==> config.mk <==
export PLATFORM = sky130hd
export DESIGN_NAME = stq_div
export DESIGN_NICKNAME = d
export VERILOG_FILES = /design/src/hdl/assert_macros.svh /design/src/hdl/stq_pkg.sv /design/src/hdl/stq_div.sv
export SDC_FILE = /design/constraint.sdc
export NUM_CORES = 1
export LEC_CHECK = 0
export ABC_AREA = 1
export BUFFER_PORTS_ARGS = -buffer_cell sky130_fd_sc_hd__buf_4
export CORE_MARGIN = 1.5
export CORE_UTILIZATION = 40
export DETAILED_ROUTE_END_ITERATION = 6
export GPL_TIMING_DRIVEN = 0
export MAX_ROUTING_LAYER = met4
export PLACE_DENSITY_LB_ADDON = 0.12
export SYNTH_ARGS = -nofsm -noshare
export SYNTH_HDL_FRONTEND = slang
export SYNTH_SLANG_ARGS = --single-unit
==> constraint.sdc <==
create_clock -name clk -period 8.4 [get_ports clk]
set_input_delay 0.84 -clock clk [delete_from_list [all_inputs] [get_ports clk]]
set_output_delay 0.84 -clock clk [all_outputs]
set_load 0.02 [all_outputs]
==> src/hdl/assert_macros.svh <==
// Assertion macros shared by the RTL of the timer queue.
// No dependencies; taken in by `include where assertions are written.
`ifndef ASSERT_MACROS_SVH
`define ASSERT_MACROS_SVH

// Same-cycle implication, checked outside reset.
`define ASSERT_IMPLIES(label, clk, rst_n, ante, cons) \
    label: assert property (@(posedge clk) disable iff (!rst_n) (ante) |-> (cons)) \
        else $error("assertion failed: implication");

// Next-cycle implication, checked outside reset.
`define ASSERT_NEXT(label, clk, rst_n, ante, cons) \
    label: assert property (@(posedge clk) disable iff (!rst_n) (ante) |=> (cons)) \
        else $error("assertion failed: next-cycle implication");

`endif

==> src/hdl/stq_pkg.sv <==
// Package for the sorted timer queue: widths, codes and the structs that
// pass between the queue cells and the top level. No dependencies.
package stq_pkg;

    localparam int QUEUE_DEPTH = 16;
    localparam int ID_W        = 4;
    localparam int DELAY_W     = 32;
    localparam int MS_W        = 32;
    localparam int DL_W        = 42;
    localparam int WAKE_W      = 33;
    localparam int FUNC_W      = 2;
    localparam int STATUS_W    = 2;
    localparam int MS_TO_US    = 1000;

    // x/1000 as (x * RECIP_MUL) >> RECIP_SHIFT, exact for any 32-bit x
    localparam int                 RECIP_W     = 29;
    localparam logic [RECIP_W-1:0] RECIP_MUL   = 29'd274877907;
    localparam int                 RECIP_SHIFT = 38;
    localparam int                 PROD_W      = DELAY_W + RECIP_W;

    // operation selector
    localparam logic [FUNC_W-1:0] FUNC_REGISTER = 2'd0;
    localparam logic [FUNC_W-1:0] FUNC_CANCEL   = 2'd1;
    localparam logic [FUNC_W-1:0] FUNC_TICK     = 2'd2;

    // result status
    localparam logic [STATUS_W-1:0] STATUS_OK        = 2'd0;
    localparam logic [STATUS_W-1:0] STATUS_FULL      = 2'd1;
    localparam logic [STATUS_W-1:0] STATUS_DUPLICATE = 2'd2;
    localparam logic [STATUS_W-1:0] STATUS_NOT_FOUND = 2'd3;

    typedef enum logic [1:0] {
        CELL_HOLD,
        CELL_INSERT,
        CELL_REMOVE,
        CELL_POP
    } cell_op_t;

    // one queue entry
    typedef struct packed {
        logic              valid;
        logic [DL_W-1:0]   dl;
        logic [WAKE_W-1:0] wake;
        logic [ID_W-1:0]   id;
    } entry_t;

    // broadcast from the top level to every cell
    typedef struct packed {
        cell_op_t          op;
        logic [DL_W-1:0]   key_dl;
        logic [WAKE_W-1:0] key_wake;
        logic [ID_W-1:0]   key_id;
        logic [DL_W-1:0]   now_us;
    } cell_ctrl_t;

    // ripple from head toward tail
    typedef struct packed {
        logic              le;    // this cell (and all before) sort at or before the key
        logic              rm;    // handle matched here or earlier
        logic              due;   // this cell and all before are expired
        logic [WAKE_W-1:0] wake;  // wake value of the first entry that survives a tick
    } link_t;

endpackage

==> src/hdl/stq_div.sv <==
// Divides a 32-bit delay by 1000 with a reciprocal multiply; the operand and the quotient are registered.
// Depends on stq_pkg.
module stq_div (
    input  logic                         clk,
    input  logic                         rst_n,
    input  logic                         load,
    input  logic [stq_pkg::DELAY_W-1:0]  dividend,
    output logic [stq_pkg::DELAY_W-1:0]  quotient,
    output logic                         done
);

    logic [stq_pkg::DELAY_W-1:0]   arg_reg;
    logic [stq_pkg::DELAY_W-1:0]   quotient_reg;
    logic [stq_pkg::PROD_W-1:0]    product;
    logic                          run_reg;
    logic                          done_reg;

    // operands are 32 by 29 bits; the upper bits of the product hold the quotient
    assign product = stq_pkg::PROD_W'(arg_reg) * stq_pkg::PROD_W'(stq_pkg::RECIP_MUL);

    always_ff @(posedge clk or negedge rst_n)
    begin
        if (!rst_n)
        begin
            run_reg  <= 1'b0;
            done_reg <= 1'b0;
        end
        else
        begin
            run_reg  <= load;
            done_reg <= run_reg;
        end
    end

    always_ff @(posedge clk)
    begin
        if (load)
        begin
            arg_reg <= dividend;
        end
        if (run_reg)
        begin
            quotient_reg <= stq_pkg::DELAY_W'(product >> stq_pkg::RECIP_SHIFT);
        end
    end

    assign quotient = quotient_reg;
    assign done     = done_reg;

endmodule

==> summary.txt <==
# diodes - 0
Row count - 78
Final Hold Viols - 0
Largest net degree at the start of global routing - 34
CTS Hold Bufs - 0
Post-CTS Setup Inserts - 0
Distinct cells, synth - 27
Crit end category - register
Root buffer cell - clkbuf_16
Fin crit share - 0.822
Final WL - 50.0 mm
Critical R2R Launch - arg_reg[9]
Seq/Total Area, Yosys - 0.0926
Mapped Cells - 2217
Die height - 217 µm
Initial core utilization - 0.405
Relative slew slack - 0.289
Nets@finish - 3015
Skew final - 0.00827 ns
Hold WC Path Type - in2async
First-pass GRT wire length - 81.7 mm
Final core utilization - 0.438
DIE WIDTH - 217 µm
CTS H-tree lvls - 3
Ports - 68
Commonest non-fill, non-tap cells in the layout - 756 x inv_1, 473 x nand2_1, 388 x ha_1
Data arrival time of the worst path - 7.02 ns
Reg2Reg Depth - 22
Post-Syn Area - 0.0184 mm²
Avg WL per Cell - 17.2 µm
DR vias - 13200
CTS tree - yes
Total grt overflow - 0
Post-DRT Antenna Nets - 0
Avg Inst Size Synth - 8.29 µm²
Layout area overhead - 8.23%
1st-pass router iterations - 5
Antenna violations before repair - 0
R2R setup slack - 1.49 ns
Yosys warning count - 0
Post-CTS sizing - 0
DP Wirelength - 44.6 mm
Vias in the first global route - 14700
Initial drt markers - 590
Clock latency on the worst-skew pair - 0.38 ns
Worst EP required - 8.52 ns
Layout cells sized above 1 - 0.0457
Outcome - completed
Fin. max-slew vios - 0
Crit path kind - reg2reg
RR Endpoint - quotient[11]
Clock Path Buffers - 2
Dpl ws - 1.48 ns
Peak Freq - 145 MHz
Final Critical Period - 6.91 ns
Maxcap violations - 0
Final setup violation count - 0
Most common cell after layout, fill and taps aside - inv_1
Measured slew at the worst slew-check pin - 1.07 ns
Kind of start point of the critical path - register
Synth Register Bits - 57
RD Place Congestion - 0.922
Final WS setup - 1.49 ns
Port-buffer cells - 58
Total CTS buffers - 9
Flip-flop count of the largest register after layout - 32
Fin Setup TNS - 0 ns
Clk slew on worst S/H paths - 0.06 ns
Full die area - 0.0472 mm²
Overall Global Routing Usage - 0.240
Core area - 0.0454 mm²
RSZ-0062 raised after global routing - false
Avg Vias per Cell - 4.55
Remaining routing DRC violations - 0
Crit Path Max Fanout - 11
CTS sink count - 57
-- metrics by stage --
stage,hold WS [ns],cell area [µm²],cells
floorplan,0.544,18400,2225
global placement,0.622,19600,2883
detailed placement,0.623,19600,2883
CTS,0.215,19900,2899
global route,0.223,19900,2899
finish,0.233,19900,2899
-- logic make-up (layout without fill, tap and decap cells) --
group | Yosys count | after routing | share of synthesized area
AOI/OAI and AO/OA | 47 | 47 | 0.0136
adders and majority gates | 686 | 686 | 0.589
buffers and inverters | 768 | 842 | 0.159
and+or+nand+nor | 658 | 658 | 0.146
DFF | 57 | 57 | 0.0926
other | 1 | 9 | 0.000204
-- cell type report --
cell class                 instances  area (µm²)
fill                            4667       25500
tap                              600         751
buffer                             9        67.6
clock buffer                      10         229
inverter                         759        2850
multi-input combinational       1400       13800
sequential                        57        1700
timing repair buffer              58         435
clock inverter                     6        67.6
-- synthesized netlist by cell type (all sizes together) --
master / n / share of area
and2: 5 / 0.0017
nor3: 14 / 0.0049
o31ai: 1 / 0.00041
nand3: 49 / 0.013
nor2: 94 / 0.021
a21o: 1 / 0.00041
a211oi: 1 / 0.00041
o21ai: 2 / 0.00054
inv: 759 / 0.16
fa: 298 / 0.32
or2: 1 / 0.00034
o21bai: 3 / 0.0012
conb: 1 / 0.00020
nand2: 479 / 0.099
a21oi: 39 / 0.011
dfrtp: 2 / 0.0027
nand4: 13 / 0.0044
ha: 388 / 0.26
nor4: 1 / 0.00034
edfxtp: 55 / 0.090
nand3b: 2 / 0.00082
buf: 9 / 0.0037
-- layer usage --
metal,GRT usage,up-vias,part of all wire
li1,-,6652,-
met1,0.303,6318,0.46
met2,0.407,173,0.48
met3,0.0197,60,0.026
met4,0.0822,0,0.034
met5,-,-,0
-- how the worst max path moves through the flow --
stage           startpoint            to  cells after the start
5_1_grt         arg_reg[8]   quotient[9]                     24
6_report        arg_reg[9]  quotient[11]                     22
3_3_place_gp    arg_reg[9]  quotient[11]                     22
4_1_cts        arg_reg[10]  quotient[11]                     22
2_1_floorplan   arg_reg[8]   quotient[9]                     24
3_5_place_dp   arg_reg[10]  quotient[11]                     22
-- critical path: stages, from the launching register on --
cell and delay [ns]:
edfxtp_1 0.95, ha_1 0.39, fa_1 0.41, fa_1 0.49
inv_1 0.05, fa_1 0.48, inv_1 0.06, fa_1 0.48
fa_1 0.46, fa_1 0.52, inv_1 0.05, fa_1 0.54
inv_1 0.06, ha_1 0.32, nand2_1 0.11, nor2_1 0.33
nand2_1 0.12, nor2_1 0.12, nand2_1 0.06, nand3_1 0.28
nand3_1 0.15, nand3_1 0.12, nand2_1 0.09
Power is left out: the tool's default activity adds up to more than one toggle a clock period on the data nets, which glitch-free logic cannot reach.
