**config.mk**
```make
export PLATFORM = sky130hd
export DESIGN_NAME = stq_cell
export DESIGN_NICKNAME = d
export VERILOG_FILES = /design/src/hdl/assert_macros.svh /design/src/hdl/stq_pkg.sv /design/src/hdl/stq_cell.sv
export SDC_FILE = /design/constraint.sdc
export NUM_CORES = 1
export LEC_CHECK = 0
export BUFFER_PORTS_ARGS = -buffer_cell sky130_fd_sc_hd__buf_2
export CAP_MARGIN = 20
export CORE_AREA = 2 2 168 170
export DETAILED_ROUTE_END_ITERATION = 16
export DIE_AREA = 0 0 170 172
export PLACE_DENSITY = 0.62
export SKIP_CTS_REPAIR_TIMING = 1
export SLEW_MARGIN = 20
export SYNTH_ARGS = -nofsm -noshare
export SYNTH_HDL_FRONTEND = slang
export SYNTH_SLANG_ARGS = --single-unit
```
**constraint.sdc**
```tcl
create_clock -name clk -period 6.63 [get_ports clk]
set_clock_uncertainty 0.2 [all_clocks]
set_input_delay 0.3315 -clock clk [delete_from_list [all_inputs] [get_ports clk]]
set_output_delay 0.3315 -clock clk [all_outputs]
set_load 0.03 [all_outputs]
```
**src/hdl/assert_macros.svh**
```systemverilog
// Assertion macros shared by the RTL of the timer queue.
// No dependencies; taken in by `include where assertions are written.
`ifndef ASSERT_MACROS_SVH
`define ASSERT_MACROS_SVH

// Same-cycle implication, checked outside reset.
`define ASSERT_IMPLIES(label, clk, rst_n, ante, cons) \
    label: assert property (@(posedge clk) disable iff (!rst_n) (ante) |-> (cons)) \
        else $error("assertion failed: implication");

// Next-cycle implication, checked outside reset.
`define ASSERT_NEXT(label, clk, rst_n, ante, cons) \
    label: assert property (@(posedge clk) disable iff (!rst_n) (ante) |=> (cons)) \
        else $error("assertion failed: next-cycle implication");

`endif

```
**src/hdl/stq_pkg.sv**
```systemverilog
// Package for the sorted timer queue: widths, codes and the structs that
// pass between the queue cells and the top level. No dependencies.
package stq_pkg;

    localparam int QUEUE_DEPTH = 16;
    localparam int ID_W        = 4;
    localparam int DELAY_W     = 32;
    localparam int MS_W        = 32;
    localparam int DL_W        = 42;
    localparam int WAKE_W      = 33;
    localparam int FUNC_W      = 2;
    localparam int STATUS_W    = 2;
    localparam int MS_TO_US    = 1000;

    // x/1000 as (x * RECIP_MUL) >> RECIP_SHIFT, exact for any 32-bit x
    localparam int                 RECIP_W     = 29;
    localparam logic [RECIP_W-1:0] RECIP_MUL   = 29'd274877907;
    localparam int                 RECIP_SHIFT = 38;
    localparam int                 PROD_W      = DELAY_W + RECIP_W;

    // operation selector
    localparam logic [FUNC_W-1:0] FUNC_REGISTER = 2'd0;
    localparam logic [FUNC_W-1:0] FUNC_CANCEL   = 2'd1;
    localparam logic [FUNC_W-1:0] FUNC_TICK     = 2'd2;

    // result status
    localparam logic [STATUS_W-1:0] STATUS_OK        = 2'd0;
    localparam logic [STATUS_W-1:0] STATUS_FULL      = 2'd1;
    localparam logic [STATUS_W-1:0] STATUS_DUPLICATE = 2'd2;
    localparam logic [STATUS_W-1:0] STATUS_NOT_FOUND = 2'd3;

    typedef enum logic [1:0] {
        CELL_HOLD,
        CELL_INSERT,
        CELL_REMOVE,
        CELL_POP
    } cell_op_t;

    // one queue entry
    typedef struct packed {
        logic              valid;
        logic [DL_W-1:0]   dl;
        logic [WAKE_W-1:0] wake;
        logic [ID_W-1:0]   id;
    } entry_t;

    // broadcast from the top level to every cell
    typedef struct packed {
        cell_op_t          op;
        logic [DL_W-1:0]   key_dl;
        logic [WAKE_W-1:0] key_wake;
        logic [ID_W-1:0]   key_id;
        logic [DL_W-1:0]   now_us;
    } cell_ctrl_t;

    // ripple from head toward tail
    typedef struct packed {
        logic              le;    // this cell (and all before) sort at or before the key
        logic              rm;    // handle matched here or earlier
        logic              due;   // this cell and all before are expired
        logic [WAKE_W-1:0] wake;  // wake value of the first entry that survives a tick
    } link_t;

endpackage

```
**src/hdl/stq_cell.sv**
```systemverilog
// One slot of the sorted timer queue; shifts entries with its neighbors.
// Depends on stq_pkg.
module stq_cell (
    input  logic                clk,
    input  logic                rst_n,
    input  stq_pkg::cell_ctrl_t ctrl,
    input  stq_pkg::entry_t     prev_entry,
    input  stq_pkg::entry_t     next_entry,
    input  stq_pkg::link_t      link_in,
    output stq_pkg::link_t      link_out,
    output stq_pkg::entry_t     entry
);

    logic                         valid_reg;
    logic [stq_pkg::DL_W-1:0]     dl_reg;
    logic [stq_pkg::WAKE_W-1:0]   wake_reg;
    logic [stq_pkg::ID_W-1:0]     id_reg;
    stq_pkg::entry_t              entry_next;
    logic                         le_own;
    logic                         match_own;
    logic                         due_own;

    assign entry = '{valid: valid_reg, dl: dl_reg, wake: wake_reg, id: id_reg};

    assign le_own    = valid_reg && (dl_reg <= ctrl.key_dl);
    assign match_own = valid_reg && (id_reg == ctrl.key_id);
    assign due_own   = valid_reg && (dl_reg <= ctrl.now_us);

    always_comb
    begin
        link_out.le   = le_own;
        link_out.rm   = link_in.rm | match_own;
        link_out.due  = link_in.due & due_own;
        link_out.wake = link_in.wake;
        // first entry left after a tick supplies the wake value
        if (link_in.due && !due_own && valid_reg)
        begin
            link_out.wake = link_in.wake | wake_reg;
        end
    end

    always_comb
    begin
        entry_next = entry;
        unique case (ctrl.op)
            stq_pkg::CELL_HOLD:
            begin
                entry_next = entry;
            end
            stq_pkg::CELL_INSERT:
            begin
                if (!le_own)
                begin
                    if (link_in.le)
                    begin
                        entry_next = '{valid: 1'b1, dl: ctrl.key_dl,
                                       wake: ctrl.key_wake, id: ctrl.key_id};
                    end
                    else
                    begin
                        entry_next = prev_entry;
                    end
                end
            end
            stq_pkg::CELL_REMOVE:
            begin
                if (link_out.rm)
                begin
                    entry_next = next_entry;
                end
            end
            stq_pkg::CELL_POP:
            begin
                entry_next = next_entry;
            end
        endcase
    end

    always_ff @(posedge clk or negedge rst_n)
    begin
        if (!rst_n)
        begin
            valid_reg <= 1'b0;
        end
        else
        begin
            valid_reg <= entry_next.valid;
        end
    end

    always_ff @(posedge clk)
    begin
        dl_reg   <= entry_next.dl;
        wake_reg <= entry_next.wake;
        id_reg   <= entry_next.id;
    end

endmodule

```
==> impl_results.md <==
- Initial antenna violation count: 9
- Total CTS buffers: 9
- Clock-pin slew on the worst setup and hold paths: 0.06 ns
- CP delay by family, top: simple AND/OR/NAND/NOR gates
- H-Tree Depth: 3
- Placer Congestion: 0.8729
- Post-synthesis cell area: 0.006556 mm2
- Worst Path Max Fanout: 33
- Max Slew Vio Count: 0
- Synthesized net count: 1,113
- Setup ws final: 2.529 ns
- Nets@finish: 1,533
- Final Cell Area: 0.009410 mm2
- Fmax: 0.2438 GHz
- Slew @ Worst Pin: 0.9449 ns
- Final wirelength: 25,930 um
- First-pass GRT wire length: 36,430 um
- Final Hold Fails: 0
- Power per Cell Area: 203.4 mW/mm2
- WS Path Type: reg -> out
- Critical path, cell by cell: ha_1, nand4_1, or3_1, nor4_2, and2b_1, o21ai_2, a21oi_4, a21o_1, buf_2
- Post-placement cell area: 0.009099 mm2
- Vias in the first global route: 6,497
- Post-synth EDFFs: 79
- Final period utilization: 0.6186
- Synth Flop Type: edfxtp_1
- Top cell type's share of synthesized area: 0.3618
- Area Growth Syn to Fin: 43.53%
- Initial core utilization: 0.2386
- Required time of the critical path: 6.10 ns
- Global route total overflow: 0
- Die Wd: 170 um
- CP peak stage delay: 0.76 ns
- First-pass DRT Iterations: 5
- IO Pins: 437
- Max FFs per register: 42
- Via density: 4.523
- CP max-delay cell: a21oi_4
- Warnings, synthesis: 0
- Crit path time final: 4.101 ns
- Die Height: 172 um
- Die area: 0.02924 mm2
- Final Util: 0.3425
- CTS sink cnt: 80
- Sequential fraction of the synthesis area: 0.3656
- DRT iter0 DRCs: 311
- DR vias: 6,712
- Endpoints failing setup: 0
- Post-DP HPWL: 21,500 um
- Max-Cap Viols: 0
- # rows: 61
- Post-synth cell types: 42
- Clk root buf: clkbuf_16
- Leakage dissipation: 5.084 nW
- Max IR drop VDD: 0.00008724 V
- Avg Cell Area, Syn: 9.260 um2
- Worst Hold Class: in -> reg
- Slew HR: 0.3686
- RSZ-0062 raised after global routing: no
- Pin count of the biggest net entering global routing: 91
- CP Launch Type: flop
- Outcome: complete, no violations
- Core area: 0.02748 mm2
- CP bufs+invs: 1
- PortBufs: 436
- WL/cell: 17.47 um
- Filler cells: 2,919
- Yosys reg bits: 80
- Endpoint arrival time on the critical path: 3.57 ns
- Clk buf depth: 2
- Ys async rst share: 0.01250
- CTS tree: built
- DRC: 0
- DP Worst Slack: 2.574 ns
- Worst skew pair latency: 0.35 ns
- DRT antenna net count: 0
- Post-synthesis cell count: 708
- GRT Total Usage: 0.1676
- Synth top area cells: edfxtp_1 (36%), ha_1 (16%), mux2i_1 (12%)
- Sum Neg Setup Slack: 0 ns
- Largest area contributor in the netlist: edfxtp_1
- Layout cells sized above 1: 0.4086
- Critical path endpoint category: output pin
[power by group]
part	switching [mW]	leakage [nW]	internal, mW
Clock	0.223	0.138	0.290
Sequential	0.0535	0.796	0.642
Combinational	0.442	4.15	0.263
[worst paths after layout]
path / from / end / slack [ns] / cells past startpoint
worst max-delay path: dl_reg[29]$_DFFE_PP_ / link_out[2] / 2.53 / 9
worst min-delay path: next_entry[21] / wake_reg[17]$_DFFE_PP_ / 0.06 / 3
worst max register to register: dl_reg[39]$_DFFE_PP_ / dl_reg[16]$_DFFE_PP_ / 2.74 / 9
worst min register to register: valid_reg$_DFFE_PN0P_ / valid_reg$_DFFE_PN0P_ / 0.60 / 3
max in group asynchronous: rst_n / valid_reg$_DFFE_PN0P_ / 6.01 / 2
min in group asynchronous: rst_n / valid_reg$_DFFE_PN0P_ / 0.12 / 2
[cells in the mapped netlist, drive strengths merged (7+ instances only)]
master and n:
nand2 103, o21ai 96, inv 90, ha 84, edfxtp 79, mux2i 79, a21o 38, a21oi 33
clkbuf 21, buf 11, nand4 11, nor3 8, nor2 7
[per-stage QoR]
step                std cells  hold WS (ns)  power (mW)
floorplan                 708       -0.1641       1.132
global placement         1461      -0.07541       1.402
detailed placement       1462      -0.07138       1.415
CTS                      1478       -0.4589       1.944
global route             1482       0.06176       2.033
finish                   1484       0.05699       1.914
[area by class of cell]
type | count | area [um2] | area share
clock inverter | 6 | 60.06 | 0.006382
inverter | 90 | 337.8 | 0.03590
timing repair buffer | 441 | 2260 | 0.2401
antenna | 5 | 12.51 | 0.001330
multi-input combinational | 506 | 3681 | 0.3912
clock buffer | 10 | 229.0 | 0.02433
sequential | 80 | 2397 | 0.2548
tap | 346 | 432.9 | 0.04600
[layer usage]
metal	up-vias	global-route usage	share of wire	wire, um
met5	-	0	0.0015	38
met4	6	0.04348	0.015	394
met3	30	0.04898	0.075	1944
met2	296	0.3088	0.50	13060
met1	3001	0.1893	0.40	10490
li1	3379	-	-	-
[worst register-to-register path: cells and delay by family (launching register included)]
family                   cells  cell delay [ns]
buffers and inverters        1             0.36
AO/OA/AOI/OAI                3             1.07
flip-flops                   1             0.43
AND/OR/NAND/NOR              4             1.13
adder cells (fa/ha/maj)      1             0.32
[cells by family (layout without fill, tap and decap cells)]
kind of cell             count (synthesis)  count (layout)  synth area share
XOR/XNOR                                 4               4          0.005344
adder cells (fa/ha/maj)                 84              84            0.1603
flip-flops                              80              80            0.3656
AND/OR/NAND/NOR                        148             148            0.1000
buffers and inverters                  122             547           0.07462
multiplexers                            79              79            0.1206
AO/OA/AOI/OAI                          191             191            0.1735
other                                    0               5                 0
[cells in the final DEF (no fill, tap or decap), types with 3 or more instances in the layout]
master / count
buf_2: 434
nand2_1: 103
o21ai_0: 95
inv_1: 90
ha_1: 84
mux2i_1: 79
edfxtp_1: 79
a21o_1: 38
a21oi_1: 30
nand4_1: 11
clkbuf_16: 9
nor3_1: 8
nor2_1: 7
nand3_1: 6
diode_2: 5
o21a_1: 4
a211oi_1: 4
buf_4: 4
a221oi_1: 3
and4_1: 3
o211ai_1: 3
xor2_1: 3
clkinv_2: 3
No activity file was read; power rests on OpenSTA's default activity.
